===== config.mk =====
export PLATFORM = sky130hd
export DESIGN_NAME = sse_field_tokenizer
export DESIGN_NICKNAME = d
export VERILOG_FILES = /design/src/sv/sft_pkg.sv /design/src/sv/sft_in_reg.sv /design/src/sv/sft_parse.sv /design/src/sv/sft_out_reg.sv /design/src/sv/sse_field_tokenizer.sv
export SDC_FILE = /design/constraint.sdc
export NUM_CORES = 1
export LEC_CHECK = 0
export ABC_CLOCK_PERIOD_IN_PS = 3700
export BUFFER_PORTS_ARGS = -buffer_cell sky130_fd_sc_hd__clkbuf_2
export CORE_MARGIN = 10
export CORE_UTILIZATION = 42
export CTS_BUF_LIST = sky130_fd_sc_hd__clkbuf_4
export CTS_CLUSTER_SIZE = 25
export DETAILED_ROUTE_END_ITERATION = 8
export PLACE_DENSITY = 0.65
export SLEW_MARGIN = 20
export SYNTH_ARGS = -nofsm -noshare
export SYNTH_HDL_FRONTEND = slang
export SYNTH_HIERARCHICAL = 1
export SYNTH_SLANG_ARGS = --single-unit

===== constraint.sdc =====
create_clock -name i_clk -period 3.7 [get_ports i_clk]
set_input_delay 0.37 -clock i_clk [delete_from_list [all_inputs] [get_ports i_clk]]
set_output_delay 0.37 -clock i_clk [all_outputs]
set_load 0.02 [all_outputs]

===== src/sv/sft_pkg.sv =====
// sft_pkg: shared types and constants of the SSE field tokenizer.
// Holds the result record, kind/phase/match codes, byte codes and the name-match tables.
// No dependencies.
`timescale 1ns / 1ps
`default_nettype none
package sft_pkg;

    localparam int COUNT_BITS_DEF = 16;
    localparam int VCOUNT_W       = 16;

    // result kinds
    localparam logic [1:0] KIND_VALUE    = 2'd0;
    localparam logic [1:0] KIND_END      = 2'd1;
    localparam logic [1:0] KIND_DISPATCH = 2'd2;

    // line phase
    localparam logic [1:0] PH_NAME  = 2'd0;
    localparam logic [1:0] PH_SKIP  = 2'd1;
    localparam logic [1:0] PH_VALUE = 2'd2;

    // name match candidates
    localparam logic [2:0] M_START = 3'd0;
    localparam logic [2:0] M_ID    = 3'd1;
    localparam logic [2:0] M_EVENT = 3'd2;
    localparam logic [2:0] M_DATA  = 3'd3;
    localparam logic [2:0] M_NONE  = 3'd4;

    // bytes with a meaning
    localparam logic [7:0] CH_CR    = 8'h0D;
    localparam logic [7:0] CH_LF    = 8'h0A;
    localparam logic [7:0] CH_COLON = 8'h3A;
    localparam logic [7:0] CH_SPACE = 8'h20;
    localparam logic [7:0] CH_I     = 8'h69;
    localparam logic [7:0] CH_E     = 8'h65;
    localparam logic [7:0] CH_D     = 8'h64;

    typedef struct packed {
        logic [1:0]          kind;
        logic [1:0]          field;
        logic [7:0]          data;
        logic [VCOUNT_W-1:0] count;
    } t_result;

    // length of the candidate name
    function automatic logic [2:0] cand_len(input logic [2:0] m);
        logic [2:0] len;
        case (m)
            M_ID:    len = 3'd2;
            M_EVENT: len = 3'd5;
            M_DATA:  len = 3'd4;
            default: len = 3'd0;
        endcase
        return len;
    endfunction

    // expected byte at position pos of the candidate name
    function automatic logic [7:0] cand_char(input logic [2:0] m, input logic [2:0] pos);
        logic [7:0] ch;
        ch = 8'h00;
        case (m)
            M_ID: begin
                case (pos)
                    3'd0:    ch = "i";
                    3'd1:    ch = "d";
                    default: ch = 8'h00;
                endcase
            end
            M_EVENT: begin
                case (pos)
                    3'd0:    ch = "e";
                    3'd1:    ch = "v";
                    3'd2:    ch = "e";
                    3'd3:    ch = "n";
                    3'd4:    ch = "t";
                    default: ch = 8'h00;
                endcase
            end
            M_DATA: begin
                case (pos)
                    3'd0:    ch = "d";
                    3'd1:    ch = "a";
                    3'd2:    ch = "t";
                    3'd3:    ch = "a";
                    default: ch = 8'h00;
                endcase
            end
            default: ch = 8'h00;
        endcase
        return ch;
    endfunction

endpackage
`default_nettype wire


===== src/sv/sft_in_reg.sv =====
// sft_in_reg: input register of the tokenizer, one byte deep.
// Plain valid/stall register; no package dependencies.
`timescale 1ns / 1ps
`default_nettype none
module sft_in_reg (
    input  wire        i_clk,
    input  wire        i_rst_n,
    input  wire        i_valid,
    input  wire  [7:0] i_byte,
    output logic       o_stall,
    output logic       o_valid,
    output logic [7:0] o_byte,
    input  wire        i_take
);

    logic       r_valid;
    logic       n_valid;
    logic [7:0] r_byte;
    logic       load;

    // full and not drained this cycle
    assign o_stall = r_valid & ~i_take;
    assign load    = i_valid & ~o_stall;
    assign n_valid = load | (r_valid & ~i_take);

    always_ff @(posedge i_clk) begin
        if (!i_rst_n) begin
            r_valid <= 1'b0;
        end else begin
            r_valid <= n_valid;
        end
    end

    always_ff @(posedge i_clk) begin
        if (load) begin
            r_byte <= i_byte;
        end
    end

    assign o_valid = r_valid;
    assign o_byte  = r_byte;

endmodule
`default_nettype wire


===== src/sv/sft_parse.sv =====
// sft_parse: line state and per-byte tokenizing logic.
// Depends on sft_pkg for codes, the result record and the name tables.
`timescale 1ns / 1ps
`default_nettype none
module sft_parse
    import sft_pkg::*;
#(
    parameter int COUNT_BITS = COUNT_BITS_DEF
) (
    input  wire        i_clk,
    input  wire        i_rst_n,
    input  wire        i_valid,
    input  wire  [7:0] i_byte,
    input  wire        i_out_ready,
    output logic       o_take,
    output logic       o_res_valid,
    output t_result    o_res
);

    localparam logic [VCOUNT_W-1:0] VCOUNT_MAX = '1;

    logic [1:0]            r_phase, n_phase;
    logic                  r_empty, n_empty;
    logic [2:0]            r_match, n_match;
    logic [2:0]            r_pos,   n_pos;
    logic [COUNT_BITS-1:0] r_len,   n_len;

    logic                  emit;
    logic                  name_done;
    logic                  known;
    logic [VCOUNT_W-1:0]   len_out;
    t_result               res;

    assign name_done = (r_match != M_START) && (r_match != M_NONE)
                       && (r_pos == cand_len(r_match));
    assign known     = (r_phase == PH_NAME) ? name_done : (r_match != M_NONE);

    // saturate the value length into the result count field
    assign len_out = ({{VCOUNT_W{1'b0}}, r_len} > {{COUNT_BITS{1'b0}}, VCOUNT_MAX})
                     ? VCOUNT_MAX : VCOUNT_W'(r_len);

    always_comb begin
        n_phase = r_phase;
        n_empty = r_empty;
        n_match = r_match;
        n_pos   = r_pos;
        n_len   = r_len;
        emit    = 1'b0;
        res     = '0;
        if (i_byte == CH_LF) begin
            if (r_empty) begin
                emit     = 1'b1;
                res.kind = KIND_DISPATCH;
            end else if (known) begin
                emit      = 1'b1;
                res.kind  = KIND_END;
                res.field = r_match[1:0] - 2'd1;
                res.count = len_out;
            end
            n_phase = PH_NAME;
            n_empty = 1'b1;
            n_match = M_START;
            n_pos   = 3'd0;
            n_len   = '0;
        end else if (i_byte != CH_CR) begin
            n_empty = 1'b0;
            if (r_phase == PH_NAME) begin
                if (i_byte == CH_COLON) begin
                    if (!name_done) begin
                        n_match = M_NONE;
                    end
                    n_phase = PH_SKIP;
                end else if (r_match == M_START) begin
                    case (i_byte)
                        CH_I:    n_match = M_ID;
                        CH_E:    n_match = M_EVENT;
                        CH_D:    n_match = M_DATA;
                        default: n_match = M_NONE;
                    endcase
                    n_pos = 3'd1;
                end else if (r_match != M_NONE) begin
                    if ((r_pos < cand_len(r_match)) && (i_byte == cand_char(r_match, r_pos))) begin
                        n_pos = r_pos + 3'd1;
                    end else begin
                        n_match = M_NONE;
                    end
                end
            end else if (!((r_phase == PH_SKIP) && (i_byte == CH_SPACE))) begin
                n_phase = PH_VALUE;
                if (r_match != M_NONE) begin
                    emit      = 1'b1;
                    res.kind  = KIND_VALUE;
                    res.field = r_match[1:0] - 2'd1;
                    res.data  = i_byte;
                    if (r_len != '1) begin
                        n_len = r_len + COUNT_BITS'(1);
                    end
                end
            end
        end
    end

    // a byte with no result never waits for the output side
    assign o_take      = i_valid & (~emit | i_out_ready);
    assign o_res_valid = o_take & emit;
    assign o_res       = res;

    always_ff @(posedge i_clk) begin
        if (!i_rst_n) begin
            r_phase <= PH_NAME;
            r_empty <= 1'b1;
            r_match <= M_START;
            r_pos   <= 3'd0;
            r_len   <= '0;
        end else if (o_take) begin
            r_phase <= n_phase;
            r_empty <= n_empty;
            r_match <= n_match;
            r_pos   <= n_pos;
            r_len   <= n_len;
        end
    end

    a_dispatch_clears: assert property (@(posedge i_clk) disable iff (!i_rst_n)
        (o_res_valid && (o_res.kind == KIND_DISPATCH))
        |=> (r_empty && (r_phase == PH_NAME) && (r_len == '0)))
        else $error("line state not cleared after dispatch");

    a_len_in_value: assert property (@(posedge i_clk) disable iff (!i_rst_n)
        (r_len != '0) |-> ((r_phase == PH_VALUE) && (r_match != M_NONE)
                           && (r_match != M_START)))
        else $error("value length counted outside a known value");

    a_value_known: assert property (@(posedge i_clk) disable iff (!i_rst_n)
        (o_res_valid && (o_res.kind == KIND_VALUE))
        |-> ((r_match == M_ID) || (r_match == M_EVENT) || (r_match == M_DATA)))
        else $error("value byte emitted for unknown field");

    a_pos_bound: assert property (@(posedge i_clk) disable iff (!i_rst_n)
        ((r_match == M_ID) || (r_match == M_EVENT) || (r_match == M_DATA))
        |-> (r_pos <= cand_len(r_match)))
        else $error("name position past candidate length");

endmodule
`default_nettype wire


===== src/sv/sft_out_reg.sv =====
// sft_out_reg: result register of the tokenizer with valid/stall handshake.
// Depends on sft_pkg for the result record.
`timescale 1ns / 1ps
`default_nettype none
module sft_out_reg
    import sft_pkg::*;
(
    input  wire     i_clk,
    input  wire     i_rst_n,
    input  wire     i_load,
    input  t_result i_res,
    output logic    o_ready,
    output logic    o_valid,
    output t_result o_res,
    input  wire     i_stall
);

    logic    r_valid;
    logic    n_valid;
    t_result r_res;

    // free, or being taken this cycle
    assign o_ready = ~r_valid | ~i_stall;
    assign n_valid = i_load | (r_valid & i_stall);

    always_ff @(posedge i_clk) begin
        if (!i_rst_n) begin
            r_valid <= 1'b0;
        end else begin
            r_valid <= n_valid;
        end
    end

    always_ff @(posedge i_clk) begin
        if (i_load) begin
            r_res <= i_res;
        end
    end

    assign o_valid = r_valid;
    assign o_res   = r_res;

endmodule
`default_nettype wire


===== src/sv/sse_field_tokenizer.sv =====
// sse_field_tokenizer: Server-Sent Events field tokenizer, one byte per cycle
// while no result waits on an output stall. An accepted byte is held in the
// input register, taken by the line-state update in sft_parse, and its
// request loaded into the result register. Reset (i_rst_n low, synchronous)
// empties both registers and returns the line state to start of field name.
// Depends on sft_pkg, sft_in_reg, sft_parse and sft_out_reg.
`timescale 1ns / 1ps
`default_nettype none
module sse_field_tokenizer
    import sft_pkg::*;
#(
    parameter int COUNT_BITS = COUNT_BITS_DEF
) (
    input  wire                 i_clk,
    input  wire                 i_rst_n,
    // input byte channel
    input  wire                 i_in_valid,
    input  wire  [7:0]          i_in_byte,
    output logic                o_in_stall,
    // result channel
    output logic                o_out_valid,
    input  wire                 i_out_stall,
    output logic [1:0]          o_kind,
    output logic [1:0]          o_field,
    output logic [7:0]          o_out_byte,
    output logic [VCOUNT_W-1:0] o_value_count
);

    // input register -> parse
    logic       s_valid;
    logic [7:0] s_byte;
    logic       s_take;

    // parse -> result register
    logic       out_ready;
    logic       res_valid;
    t_result    res;
    t_result    out_res;

    // Stage 1: hold one byte. It drains whenever the parse step takes it,
    // so a new byte enters in the same cycle.
    sft_in_reg u_in (
        .i_clk   (i_clk),
        .i_rst_n (i_rst_n),
        .i_valid (i_in_valid),
        .i_byte  (i_in_byte),
        .o_stall (o_in_stall),
        .o_valid (s_valid),
        .o_byte  (s_byte),
        .i_take  (s_take)
    );

    // Stage 2: per-byte line-state update. CR, name bytes, skipped spaces
    // and bytes of unknown fields produce no request and are taken even
    // while the result register is held by a stall.
    sft_parse #(
        .COUNT_BITS (COUNT_BITS)
    ) u_parse (
        .i_clk       (i_clk),
        .i_rst_n     (i_rst_n),
        .i_valid     (s_valid),
        .i_byte      (s_byte),
        .i_out_ready (out_ready),
        .o_take      (s_take),
        .o_res_valid (res_valid),
        .o_res       (res)
    );

    // Result register: reloads while empty or in the cycle its request is taken.
    sft_out_reg u_out (
        .i_clk   (i_clk),
        .i_rst_n (i_rst_n),
        .i_load  (res_valid),
        .i_res   (res),
        .o_ready (out_ready),
        .o_valid (o_out_valid),
        .o_res   (out_res),
        .i_stall (i_out_stall)
    );

    assign o_kind        = out_res.kind;
    assign o_field       = out_res.field;
    assign o_out_byte    = out_res.data;
    assign o_value_count = out_res.count;

endmodule
`default_nettype wire


# Word level (Yosys, flattened, before mapping)
# Index checks and enable logic that the tools add are counted.
dict set report word_totals {
  ff_bits 63
  latchBits 0
  mem_bits_rw 0
  mem_bits_ro 0
  inputBits 12
  out_inout_bits 30
  word_cells 146
  memories 0
}
dict set report op_classes {
  add_sub_neg 3
  n_mul 0
  n_div 0
  magnitude_cmp 1
  n_eq_ne 26
  shift 0
  n_mux 62
  bitwise 18
  n_reduce_logical 24
}
# op n
set op_table {}
lappend op_table {{two-way mux 16 bit} 6}
lappend op_table {{two-way mux 3 bit} 22}
lappend op_table {{two-way mux 8 bit} 6}
lappend op_table {{two-way mux 12 bit} 3}
lappend op_table {{one-hot mux 7 bit (4 select lines)} 1}
lappend op_table {{equality test 8 x 7 -> 1 bit (second input constant)} 3}
lappend op_table {{one-hot mux 8 bit (3 select lines)} 1}
lappend op_table {{one-hot mux 7 bit (3 select lines)} 1}
lappend op_table {{one-hot mux 3 bit (3 select lines)} 2}
lappend op_table {{AND reduction 6 bit} 3}
lappend op_table {{adder 16 x 1 -> 16 bit (second input constant)} 1}
lappend op_table {{equality test 8 x 6 -> 1 bit (second input constant)} 2}
lappend op_table {{!= test 16 bit (second input constant)} 1}
lappend op_table {{two-way mux 2 bit} 7}
lappend op_table {{one-hot mux 7 bit (2 select lines)} 1}
lappend op_table {{equality test 3 x 2 -> 1 bit (second input constant)} 4}
lappend op_table {{two-way mux 1 bit} 10}
lappend op_table {{two-way mux 10 bit} 1}
lappend op_table {{NOT 1 bit} 9}
lappend op_table {{nonzero test 3 bit} 3}
lappend op_table {{equality test 8 x 4 -> 1 bit (second input constant)} 1}
lappend op_table {{equality test 8 bit} 1}
lappend op_table {{!= test 8 x 4 -> 1 bit (second input constant)} 1}
lappend op_table {{nonzero test 2 bit} 4}
lappend op_table {{other kinds (24)} 40}

# Longest topological paths before layout
dict set report logic_depth {
  word_depth 19
  mapped_depth 14
  mapped_depth_nobuf 12
}

# Hierarchy
# The synthesis kept the hierarchy.
# mod n_inst cells_per_inst area_per_inst_um2
set by_module_without_submodules {}
lappend by_module_without_submodules {sft_parse 1 284 2165.8}
lappend by_module_without_submodules {sft_out_reg 1 32 875.8}
lappend by_module_without_submodules {sft_in_reg 1 12 287.8}

# Worst setup path before layout
# OpenSTA, ideal clock, no wires.
dict set report synth_path {
  path_kind {reg2reg}
  startpoint {register u_parse.r_match[0]}
  endpoint {register u_out.r_res, in the netlist u_out/o_res[0] (enable)}
  arrival_time_ps 2665
  required_time_ps 3313
  slack_ps 648
  stages_incl_launch_ff 12
  n_path_buf 1
  period_less_slack_ps 3052
  path_cell_list {dfxtp_1 inv_1 ha_1 nand2b_1 inv_1 ha_1 and4b_1 nor3_1 or3_1 o311a_1 buf_6 o21a_1}
}
dict set report synth_via {
  elab_chain_cells 12
  word_cells_on_any_way 21
  classes_between {5 x eq/ne; 9 x mux; 4 x bitwise; 3 x reduce/logical}
}
# element line
set synth_lines {}
lappend synth_lines {{start: declaration} sft_parse.sv:24} ;# logic [2:0] r_match, n_match;
lappend synth_lines {{start signal: assignment} sft_parse.sv:118} ;# r_match <= n_match;
lappend synth_lines {{equality test 3 x 2 -> 1 bit / equality test 3 x 1 -> 1 bit (equally long branches)} sft_pkg.sv:47} ;# case (m)
lappend synth_lines {{one-hot mux 3 bit (3 select lines)} sft_pkg.sv:47}
lappend synth_lines {{equality test 3 bit} sft_parse.sv:35} ;# && (r_pos == cand_len(r_match));
lappend synth_lines {{logical AND 1 bit} sft_parse.sv:35}
lappend synth_lines {{two-way mux 1 bit} sft_parse.sv:36} ;# assign known = (r_phase == PH_NAME) ? name_done : (r_match != M_NONE);
lappend synth_lines {{two-way mux 1 bit} sft_parse.sv:54} ;# end else if (known) begin
lappend synth_lines {{two-way mux 1 bit} sft_parse.sv:51} ;# if (r_empty) begin
lappend synth_lines {{two-way mux 1 bit (*)} sft_parse.sv:50} ;# if (i_byte == CH_LF) begin
lappend synth_lines {{NOT 1 bit (*)} sft_parse.sv:104} ;# assign o_take = i_valid & (~emit | i_out_ready);
lappend synth_lines {{bitwise OR 1 bit (*)} sft_parse.sv:104}
lappend synth_lines {{AND 1 bit (*)} sft_parse.sv:104}
lappend synth_lines {{named net s_take} sse_field_tokenizer.sv:32} ;# logic s_take;
lappend synth_lines {{AND 1 bit (*)} sft_parse.sv:105} ;# assign o_res_valid = o_take & emit;
lappend synth_lines {{named net res_valid} sse_field_tokenizer.sv:36} ;# logic res_valid;
lappend synth_lines {{end signal: assignment} sft_out_reg.sv:36} ;# r_res <= i_res;
lappend synth_lines {{end: declaration} sft_out_reg.sv:20} ;# t_result r_res;
# Mark *: on every way through the listed nets, which the timed path passes. The rest lies on a longest branch.
# A chain may end at the register's enable or synchronous reset.

# Worst setup path in the final report
dict set report layout_path {
  startpoint {register u_parse.r_match[0]}
  endpoint {output o_in_stall}
}
dict set report layout_via {
  elab_chain_cells 13
  word_cells_on_any_way 22
  classes_between {5 x eq/ne; 9 x mux; 5 x bitwise; 3 x reduce/logical}
}
# element line
set layout_lines {}
lappend layout_lines {{equality test 3 x 2 -> 1 bit / equality test 3 x 1 -> 1 bit (equally long branches)} sft_pkg.sv:47}
lappend layout_lines {{one-hot mux 3 bit (3 select lines)} sft_pkg.sv:47}
lappend layout_lines {{equality test 3 bit} sft_parse.sv:35}
lappend layout_lines {{logical AND 1 bit} sft_parse.sv:35}
lappend layout_lines {{two-way mux 1 bit} sft_parse.sv:36}
lappend layout_lines {{two-way mux 1 bit} sft_parse.sv:54}
lappend layout_lines {{two-way mux 1 bit} sft_parse.sv:51}
lappend layout_lines {{two-way mux 1 bit (*)} sft_parse.sv:50}
lappend layout_lines {{NOT 1 bit (*)} sft_parse.sv:104}
lappend layout_lines {{bitwise OR 1 bit (*)} sft_parse.sv:104}
lappend layout_lines {{AND 1 bit (*)} sft_parse.sv:104}
lappend layout_lines {{named net s_take} sse_field_tokenizer.sv:32}
lappend layout_lines {{NOT 1 bit (*)} sft_in_reg.sv:22} ;# assign o_stall = r_valid & ~i_take;
lappend layout_lines {{AND 1 bit (*)} sft_in_reg.sv:22}
lappend layout_lines {{end: declaration} sse_field_tokenizer.sv:19} ;# output logic o_in_stall,
# Marks and branches as above.

==> flow_metrics.py <==
metrics = {
    "status": {
        "status": "complete, no violations",
    },
    "global_route": {
        "first_global_vias": 2475,
        "grt_pass1_wl_um": 12500,
        "use_met2_pct": 17.4,
        "grt_remaining_overflow": 0,
        "antenna_found_initial": 1,
        "grt_max_degree": 30,
        "grt_use_met3_pct": 3.13,
        "grtUsageTotal_pct": 13.3,
        "grt.met1_usage_pct": 19.4,
        "busiest_layer": "met1",
    },
    "timing": {
        "finalSetupViolations": 0,
        "slew_viol_final": 0,
        "setup_slack_ns": 0.369,
        "fin_crit_sh_pct": 90.0,
        "fin_skew_ns": 0.0150,
        "max_clock_freq_ghz": 0.300,
        "tightest_slew_ns": 0.590,
        "whs_ns": 0.132,
        "final.setup.tns_ns": 0,
        "relSlewSlack_pct": 60.6,
        "period_minus_slack_ns": 3.33,
        "hold_viol": 0,
        "rsz0062_at_grt": "no",
    },
    "synthesis": {
        "seq_area_frac_synth_pct": 48.7,
        "mappedNetlistArea_um2": 3330,
        "synth_cell_type_count": 60,
        "yosys_warnings": 6,
        "synth_top_area_share_pct": 32.5,
        "async_flop_share_pct": 0,
        "synth-seq-cells": 63,
        "post_synth.cell_area_avg_um2": 10.2,
        "synth-edff-count": 36,
        "synth_fp_nets": 353,
        "yosys_most_used_dff": "edfxtp_1",
        "synthTopCellsByArea": "edfxtp_1 (32%), dfxtp_1 (16%), ha_1 (4.9%)",
        "synth_cells": 328,
        "synth_largest_area_cell": "edfxtp_1",
    },
    "cells_and_area": {
        "drive_gt1_share_pct": 20.6,
        "nNetsFinal": 399,
        "final_util_pct": 49.0,
        "area_growth_pct": 13.7,
    },
    "die": {
        "core-area_um2": 7730,
        "dieHeight_um": 109,
        "pin_count": 42,
        "initial_utilization_pct": 43.1,
        "dieArea_um2": 11900,
        "rows": 32,
        "die_x_um": 109,
    },
    "clocking": {
        "clock_latency_ns": 0.41,
        "cts_inserted_buffers": 9,
        "path_clk_slew_ns": 0.11,
        "clock-sinks": 63,
        "ctsResizeCount": 0,
        "cts_tree": "done",
        "cts.htree.levels": 3,
        "clk_path_buf_depth": 2,
        "clockRootBuffer": "clkbuf_4",
    },
    "worst_setup_path": {
        "critical_path_required_ns": 3.33,
        "cp.arrival_ns": 2.96,
        "crit_type": "reg -> out",
        "crit_fanout": 9,
        "end_kind": "output port",
        "crit_path_start_kind": "flip-flop",
    },
    "power_and_ir_drop": {
        "leakage_nw": 1.35,
        "vdd_drop_max_mv": 0.192,
        "powerDensity_nw_per_um2": 350,
    },
    "routing": {
        "vias": 2701,
        "via_per_inst": 5.60,
        "drt_iter0_markers": 239,
        "antenna_left": 0,
        "firstDrtPassIters": 5,
        "wirelength_um": 7480,
        "wire_per_inst_um": 15.5,
        "route.detailed.drc": 0,
    },
    "placement": {
        "dpl.hpwl_um": 5500,
        "io_buffers": 41,
        "gp_congestion": 0.893,
        "pre_cts_slack_ns": 0.330,
    },
    "hold_path": {
        "hp-class": "in -> reg",
    },
    "job": {
        "maxCapViolations": 0,
    },
}
## metal layers
layer,wire [um],up-vias
li1,-,1328
met1,3730,1258
met2,2990,105
met3,616,10
met4,138,0
met5,0,-
## cells in the final DEF (no fill, tap or decap), drive strengths merged, types with 2 or more instances in the layout
| cell | n |
|---|---|
| a21boi | 2 |
| a21o | 2 |
| a21oi | 21 |
| a22oi | 2 |
| a31o | 4 |
| a31oi | 3 |
| and2 | 9 |
| and3 | 17 |
| buf | 5 |
| clkbuf | 50 |
| clkinv | 3 |
| dfxtp | 27 |
| edfxtp | 36 |
| ha | 13 |
| inv | 15 |
| mux2i | 8 |
| nand2 | 32 |
| nand2b | 5 |
| nand3 | 11 |
| nand4 | 7 |
| nor2 | 16 |
| nor2b | 7 |
| nor3 | 7 |
| nor4 | 5 |
| nor4b | 3 |
| o211ai | 3 |
| o21a | 3 |
| o21ai | 12 |
| o22ai | 2 |
| o31ai | 6 |
| or2 | 3 |
| or3 | 11 |
| or4 | 7 |
| xor2 | 5 |
## through the flow
step | std cells | area (um2) | power, mW
global route | 482 | 3780 | 1.39
floorplan | 328 | 3330 | 0.829
detailed placement | 463 | 3620 | 0.852
finish | 482 | 3780 | 1.33
global placement | 463 | 3620 | 0.851
CTS | 479 | 3770 | 1.34
## final timing paths
| path | from | to | slack [ns] | depth (start not counted) |
|---|---|---|---|---|
| hold / removal | i_in_byte[3] | u_in/o_byte[3]$_DFFE_PP_ | 0.13 | 1 |
| hold reg to reg | u_parse/len_out[10]$_SDFFE_PN0P_ | u_parse/len_out[10]$_SDFFE_PN0P_ | 0.48 | 2 |
| setup reg to reg | u_parse/r_match[0]$_SDFFE_PN0P_ | u_parse/len_out[7]$_SDFFE_PN0P_ | 0.38 | 12 |
| setup / recovery | u_parse/r_match[0]$_SDFFE_PN0P_ | o_in_stall | 0.37 | 11 |
## critical path: stages (launching register included)
cell	delay (ns)
dfxtp_1	0.42
inv_1	0.08
ha_1	0.27
nand2b_1	0.17
inv_1	0.08
ha_1	0.28
and4b_1	0.21
nor3_1	0.20
or3_1	0.14
o311a_1	0.44
nor2b_4	0.08
clkbuf_2	0.17
## cells by family after synthesis
kind of cell / count (synthesis) / share of synthesized area (%)
muxes: 8 / 2.41
and+or+nand+nor: 146 / 25.7
xor gates and xnor gates: 6 / 1.58
buffers and inverters: 24 / 3.46
DFF: 63 / 48.7
adders and majority gates: 13 / 4.89
AOI/OAI and AO/OA: 68 / 13.2
## synth_stat cells (8+ instances only)
master    instances
dfxtp_1          27
ha_1             13
nand3_1           9
and3_1           17
inv_1            13
mux2i_1           8
edfxtp_1         36
nand2_1          32
a21oi_1          21
or3_1            11
nor2_1           16
o21ai_0          10
and2_1            9
## sequential cells by signal, indices dropped and copies added (netlist names)
name,flops
u_out/o_res,28
u_parse/len_out,16
u_in/o_byte,8
u_parse/r_match,3
u_parse/r_pos,3
u_parse/r_phase,2
u_in/o_valid,1
u_out/o_valid,1
u_parse/r_empty,1
## where the power goes
part / total, mW / switching (mW) / internal [mW]
logic: 0.0736 / 0.0424 / 0.0312
registers: 0.764 / 0.0189 / 0.745
clock network: 0.488 / 0.274 / 0.214
total: 1.33 / 0.336 / 0.990
## area by class of cell
| type | count | area, um2 |
|---|---|---|
| diodes | 1 | 2.50 |
| well taps | 102 | 128 |
| fillers | 713 | 3940 |
| clock buffers | 9 | 67.6 |
| flip-flops and latches | 63 | 1620 |
| clock inverters | 7 | 81.3 |
| inverters | 13 | 48.8 |
| repair buffers | 46 | 243 |
| multi-input cells | 241 | 1590 |
## timing repair
item | CTS | global route
endpoints found under the setup margin | 0 | 1
hold buffers | 0 | 0
setup buffers | 0 | 2
Power figures use the tool's default switching activity.
